[src/hdl/convolutional_interleaver_macros.svh]
// Assertion helpers for the interleaver. Both expect clk and arst_n in scope.
`ifndef CONVOLUTIONAL_INTERLEAVER_MACROS_SVH
`define CONVOLUTIONAL_INTERLEAVER_MACROS_SVH

`ifndef SYNTHESIS
`define CVI_ASSERT(lbl, prop, msg) \
	lbl: assert property (@(posedge clk) disable iff (!arst_n) prop) else $error(msg);
`define CVI_ASSERT_NEXT(lbl, ante, cons, msg) \
	lbl: assert property (@(posedge clk) disable iff (!arst_n) (ante) |=> (cons)) \
		else $error(msg);
`else
`define CVI_ASSERT(lbl, prop, msg)
`define CVI_ASSERT_NEXT(lbl, ante, cons, msg)
`endif

`endif

[src/hdl/cvi_pkg.sv]
package cvi_pkg;

	localparam int RING_DEPTH_DEF  = 32768;
	localparam int SYMBOL_BITS_DEF = 8;
	localparam int ROWS            = 32;
	localparam int ROW_BITS        = 5;
	localparam int STEP_W          = 7;
	localparam int RLEN_W          = 16;
	localparam int CLAMP_W         = 17;
	localparam int RED_STEPS       = 13;
	localparam int APB_AW          = 4;
	localparam int APB_DW          = 32;
	localparam int OUT_FIFO_DEPTH  = 8;

	localparam logic [1:0] REG_ENABLE   = 2'd0;
	localparam logic [1:0] REG_ROW_STEP = 2'd1;
	localparam logic [1:0] REG_RING_LEN = 2'd2;

	localparam logic [ROW_BITS-1:0] ROW_PERM [ROWS] = '{
		5'd0,  5'd9,  5'd18, 5'd27, 5'd4,  5'd13, 5'd22, 5'd31,
		5'd8,  5'd17, 5'd26, 5'd3,  5'd12, 5'd21, 5'd30, 5'd7,
		5'd16, 5'd25, 5'd2,  5'd11, 5'd20, 5'd29, 5'd6,  5'd15,
		5'd24, 5'd1,  5'd10, 5'd19, 5'd28, 5'd5,  5'd14, 5'd23
	};

	typedef struct packed {
		logic                busy;
		logic                wr_en;
		logic [ROW_BITS-1:0] wr_row;
	} bld_status_t;

endpackage

[src/hdl/cvi_ptr_build.sv]
module cvi_ptr_build #(
	parameter int RING_DEPTH = cvi_pkg::RING_DEPTH_DEF
) (
	input  logic                           clk,
	input  logic                           arst_n,
	input  logic                           start,
	input  logic [cvi_pkg::STEP_W-1:0]     row_step,
	input  logic [$clog2(RING_DEPTH):0]    ring_len,
	output cvi_pkg::bld_status_t           status,
	output logic [$clog2(RING_DEPTH)-1:0]  wbase,
	output logic [$clog2(RING_DEPTH)-1:0]  rbase
);
	import cvi_pkg::*;

	localparam int AW     = $clog2(RING_DEPTH);
	localparam int LW     = AW + 1;
	localparam int ACCW   = LW + RED_STEPS;
	localparam int JW     = $clog2(RED_STEPS);
	localparam int PROD_W = STEP_W + ROW_BITS;

	localparam logic [1:0] ST_IDLE = 2'd0;
	localparam logic [1:0] ST_LOAD = 2'd1;
	localparam logic [1:0] ST_RED  = 2'd2;

	logic [1:0]          state_q;
	logic [ROW_BITS-1:0] row_q;
	logic                phase_q;
	logic [JW-1:0]       j_q;
	logic [ACCW-1:0]     acc_q;
	logic [AW-1:0]       wcur_q;
	logic [AW-1:0]       wprev_q;

	logic [ROW_BITS-1:0] mult_n;
	logic [PROD_W-1:0]   prod;
	logic [ACCW-1:0]     load_val;
	logic [ACCW-1:0]     lsh;
	logic [ACCW-1:0]     red_val;
	logic                last_red;

	// row n: w = w(n-1) + 1 + step*(n-1), r = w + step*n, both reduced mod len
	always_comb begin
		mult_n = phase_q ? row_q : row_q - ROW_BITS'(1);
		prod   = PROD_W'(row_step) * PROD_W'(mult_n);
		if (phase_q) begin
			load_val = ACCW'(wcur_q) + ACCW'(prod);
		end else if (row_q == '0) begin
			load_val = '0;
		end else begin
			load_val = ACCW'(wprev_q) + ACCW'(prod) + ACCW'(1);
		end
		// restoring reduction, one shifted length per cycle
		lsh      = ACCW'(ring_len) << j_q;
		red_val  = (acc_q >= lsh) ? acc_q - lsh : acc_q;
		last_red = (state_q == ST_RED) && (j_q == '0);
	end

	assign status.busy   = (state_q != ST_IDLE);
	assign status.wr_en  = last_red && phase_q;
	assign status.wr_row = row_q;
	assign wbase         = wcur_q;
	assign rbase         = red_val[AW-1:0];

	always_ff @(posedge clk or negedge arst_n) begin
		if (!arst_n) begin
			state_q <= ST_IDLE;
			row_q   <= '0;
			phase_q <= 1'b0;
			j_q     <= '0;
		end else if (start) begin
			state_q <= ST_LOAD;
			row_q   <= '0;
			phase_q <= 1'b0;
		end else begin
			case (state_q)
				ST_LOAD: begin
					j_q     <= JW'(RED_STEPS - 1);
					state_q <= ST_RED;
				end
				ST_RED: begin
					j_q <= j_q - JW'(1);
					if (j_q == '0) begin
						if (!phase_q) begin
							phase_q <= 1'b1;
							state_q <= ST_LOAD;
						end else begin
							phase_q <= 1'b0;
							if (row_q == ROW_BITS'(ROWS - 1)) begin
								state_q <= ST_IDLE;
							end else begin
								row_q   <= row_q + ROW_BITS'(1);
								state_q <= ST_LOAD;
							end
						end
					end
				end
				default: begin
					state_q <= ST_IDLE;
				end
			endcase
		end
	end

	always_ff @(posedge clk) begin
		if (state_q == ST_LOAD) begin
			acc_q <= load_val;
		end else if (state_q == ST_RED) begin
			acc_q <= red_val;
		end
		if (last_red && !phase_q) begin
			wcur_q <= red_val[AW-1:0];
		end
		if (last_red && phase_q) begin
			wprev_q <= wcur_q;
		end
	end

endmodule
[config.mk]
export PLATFORM = sky130hd
export DESIGN_NAME = cvi_ptr_build
export DESIGN_NICKNAME = d
export VERILOG_FILES = /design/src/hdl/convolutional_interleaver_macros.svh /design/src/hdl/cvi_pkg.sv /design/src/hdl/cvi_ptr_build.sv
export SDC_FILE = /design/constraint.sdc
export NUM_CORES = 1
export LEC_CHECK = 0
export BUFFER_PORTS_ARGS = -buffer_cell sky130_fd_sc_hd__buf_4
export CAP_MARGIN = 20
export CORE_MARGIN = 1.5
export CORE_UTILIZATION = 25
export CTS_BUF_LIST = sky130_fd_sc_hd__clkbuf_8
export CTS_CLUSTER_DIAMETER = 100
export CTS_CLUSTER_SIZE = 14
export DETAILED_ROUTE_END_ITERATION = 8
export GPL_ROUTABILITY_DRIVEN = 1
export HOLD_SLACK_MARGIN = 0.06
export PLACE_DENSITY = 0.37
export RECOVER_POWER = 25
export SETUP_SLACK_MARGIN = 0.3
export SYNTH_ARGS = -nofsm -noshare
export SYNTH_HDL_FRONTEND = slang
export SYNTH_SLANG_ARGS = --single-unit
[constraint.sdc]
create_clock -name clk -period 9.25 [get_ports clk]
set_input_delay 0.925 -clock clk [delete_from_list [all_inputs] [get_ports clk]]
set_output_delay 0.925 -clock clk [all_outputs]
set_load 0.02 [all_outputs]
==> implementation parameters <==
Parameter                              Value

Critical path
  Cell with the largest stage delay on the worst path    fa_1
  Kind of cell adding the most delay to the critical path    adder cells
  Crit path largest cell delay    0.55 ns
  Crit path required time    approximately 9.4 ns
  Cell type with the highest occurrence count on the critical path    a21oi_1
  Worst R2R Start    row_q[0]$_DFFE_PN0P_
  Setup CP Type    register to register
  Timing startpoint of the critical path    row_q[0]$_DFFE_PN0P_
  CP bufs+invs    2
  Crit path max fanout    7
  Critical path endpoint category    register
  Kind of start point of the critical path    register
  Arrival time worst endpoint    around 6.6 ns

Synth
  Area share of the largest cell type after synthesis    0.229
  Netlist area before placement    between 7000 and 8000 um^2
  Total nets after synthesis    981
  Number of enable flip-flop cells after synthesis    59
  Register area share after synthesis    0.268
  Dominant register cell in the synthesized netlist    edfxtp_1
  Mean Syn Cell Area    9.05 um^2
  Count of unique library cells instantiated by Yosys    67
  FFs w/ async S/R, synth    0.169
  Cell taking the most area after synthesis    edfxtp_1
  Number of storage elements in the synthesis netlist    71
  Gate count after technology mapping    853
  Number of synthesis warnings    0
  Cells taking the most area after synthesis    edfxtp_1, ha_1, fa_1

Final layout
  Antenna cell count    0
  Core occupancy in the finished layout    0.283
  Fill cell total of the finished layout    3286
  Area occupied by registers    2070 um^2
  Multi-input gate area    5210 um^2
  Highest-count cells in the layout ignoring fill and taps    ha_1, nand2_1, a21oi_1
  Fraction of final layout cells sized beyond drive strength 1    0.139
  Commonest non-fill, non-tap cell in the layout    ha_1
  Area grow syn2layout    11.7%
  Net count reported at finish    1010
  Post-Layout Inst Area    8630 um^2

Routing
  Total iterations of the first detailed-routing run    5
  Detailed Route Iter0 Violations    227
  DRC errors left    0
  Number of nets with antenna violations after detailed routing    0
  Total length of routed wires    22.6 mm
  Via count    6174
  Routed length per placed instance    17.6 um
  Routed vias/inst    ~4.8

Timing
  F_max    0.156 GHz
  Transition time of the tightest slew-check pin    1.09 ns
  Headroom to the max-slew limit    0.276
  Total count of max-transition violations in the final report    0
  Clock skew after layout    0.0185 ns
  Post-route fraction of the period consumed by the critical path    0.695
  Unrepaired setup endpoints after global routing    no
  Setup ws final    2.82 ns
  Minimum clock period    6.43 ns
  Endpoints failing setup    0
  Setup TNS    0 ns
  Hold_ws    between 0.5 and 0.6 ns
  Count of endpoints failing hold in the final timing report    0

Global route
  Layer carrying the most global-route usage    met2
  Global routing met3 resource utilization    0.0189
  Global route overflow    0
  Pin count of the biggest net entering global routing    35
  Global router's overall resource usage    0.148
  First-pass GRT wire length    35.8 mm
  Met2 routing resource usage after global routing    0.251
  Number of global-route vias before repair    6298
  Met1 layer usage reported by global route    0.198
  Number of antenna violations at the first check in global routing    0

Power
  Maximum resistive drop on vdd    0.119 mV
  Switching part of the total power    0.496
  Portion of total power attributed to the clock network    0.082
  P_int    0.00152 W
  Share of total power in combinational logic    0.750
  Leak Pwr    about 3.5 nW
  Part of the power in registers    0.168
  Net load switching power    0.00150 W
  PwrDens    350 nW/um^2

Clocking
  Maximum number of buffers from clock root to sink    2
  Clock latency of the later-clocked register in the worst-skew pair    0.38 ns
  Number of buffers inserted by post-CTS setup repair    0
  Clk slew on worst S/H paths    0.10 ns
  CTS H-tree lvls    3
  Number of buffers inserted during clock tree synthesis    9
  Count of instances resized after the clock tree is built    0
  Clock root buffer    clkbuf_8
  TritonCTS clock tree    done
  Quantity of hold-fixing buffers added after cts    0
  Clk sink count    71

Placement
  Pre-CTS setup slack    roughly 2.8 ns
  Cell area reported after detailed placement    8460 um^2
  Hpwl dp    approximately 18 mm
  Number of port buffers    62
  Routability Congestion    0.784

Die
  Y dimension of the die    179 um
  Count of standard-cell rows    64
  Initial core utilization    0.253
  Core region area    30500 um^2
  IO Count    63
  Area of the die    31900 um^2
  Overall die width    roughly 180 um

Run
  Max-cap check violation count    0

Worst hold path
  Beginning of the worst hold path    wbase[3]$_DFFE_PP_
  Type of the worst min-delay path    register to register

Status
  Status    completed
per-layer routing:
layer,up-vias,wire length [um]
li1,3127,-
met1,2935,10900
met2,96,10700
met3,16,661
met4,0,306
met5,-,0
final cells by class:
class,instances,area share
multi-input cells,686,0.604
flip-flops and latches,71,0.240
repair buffers,68,0.0579
well taps,396,0.0574
inverters,46,0.0200
clock buffers,10,0.0160
clock inverters,6,0.00435
worst paths after layout:
| check | end | slack [ns] | cells past startpoint |
|---|---|---|---|
| min in group asynchronous | phase_q$_DFFE_PN0P_ | 0.72 | 1 |
| hold reg to reg | wprev_q[3]$_DFFE_PP_ | 0.55 | 0 |
| max in group asynchronous | j_q[0]$_DFFE_PN0P_ | 7.87 | 1 |
| hold / removal | wprev_q[3]$_DFFE_PP_ | 0.55 | 0 |
| setup reg to reg | acc_q[14]$_DFFE_PN_ | 2.82 | 25 |
| setup / recovery | acc_q[14]$_DFFE_PN_ | 2.82 | 25 |
sequential cells by signal, indices dropped and copies added, names as in the netlist:
| signal | count |
|---|---|
| wbase | 15 |
| acc_q | 29 |
| row_q | 5 |
| wprev_q | 15 |
| phase_q | 1 |
| state_q | 2 |
| j_q | 4 |
power groups by stage:
stage	clock (W)	sequential [W]	combinational [W]
4_1_cts	0.000262	0.000508	0.00229
2_1_floorplan	0	0.000489	0.00182
5_1_grt	0.000273	0.000517	0.00252
3_5_place_dp	0	0.000512	0.00227
3_3_place_gp	0	0.000517	0.00230
6_report	0.000249	0.000507	0.00226
cells in the mapped netlist (18+ instances only):
master	instances
nand2_1	70
nor2_1	62
clkbuf_1	28
o21ai_0	51
nand3_1	21
mux2_2	22
a21oi_1	66
xor2_1	24
ha_1	84
xnor2_1	40
edfxtp_1	59
nor2b_1	24
inv_1	45
fa_1	18
cells by family (layout without fill, tap and decap cells):
family                   after synthesis  count (layout)  synth area share
adder cells (fa/ha/maj)              102             102             0.183
buffers and inverters                 96             130            0.0567
multiplexers                          45              45            0.0716
XOR/XNOR                              64              64            0.0726
AO/OA/AOI/OAI                        226             226             0.193
flip-flops                            71              71             0.268
AND/OR/NAND/NOR                      249             249             0.155
through the flow:
| step | std cells | total power [W] |
|---|---|---|
| 2_1_floorplan | 853 | 0.00231 |
| 5_1_grt | 1283 | 0.00331 |
| 6_report | 1283 | 0.00302 |
| 3_5_place_dp | 1267 | 0.00278 |
| 4_1_cts | 1283 | 0.00306 |
| 3_3_place_gp | 1267 | 0.00281 |
No activity file was read; power rests on OpenSTA's default activity.
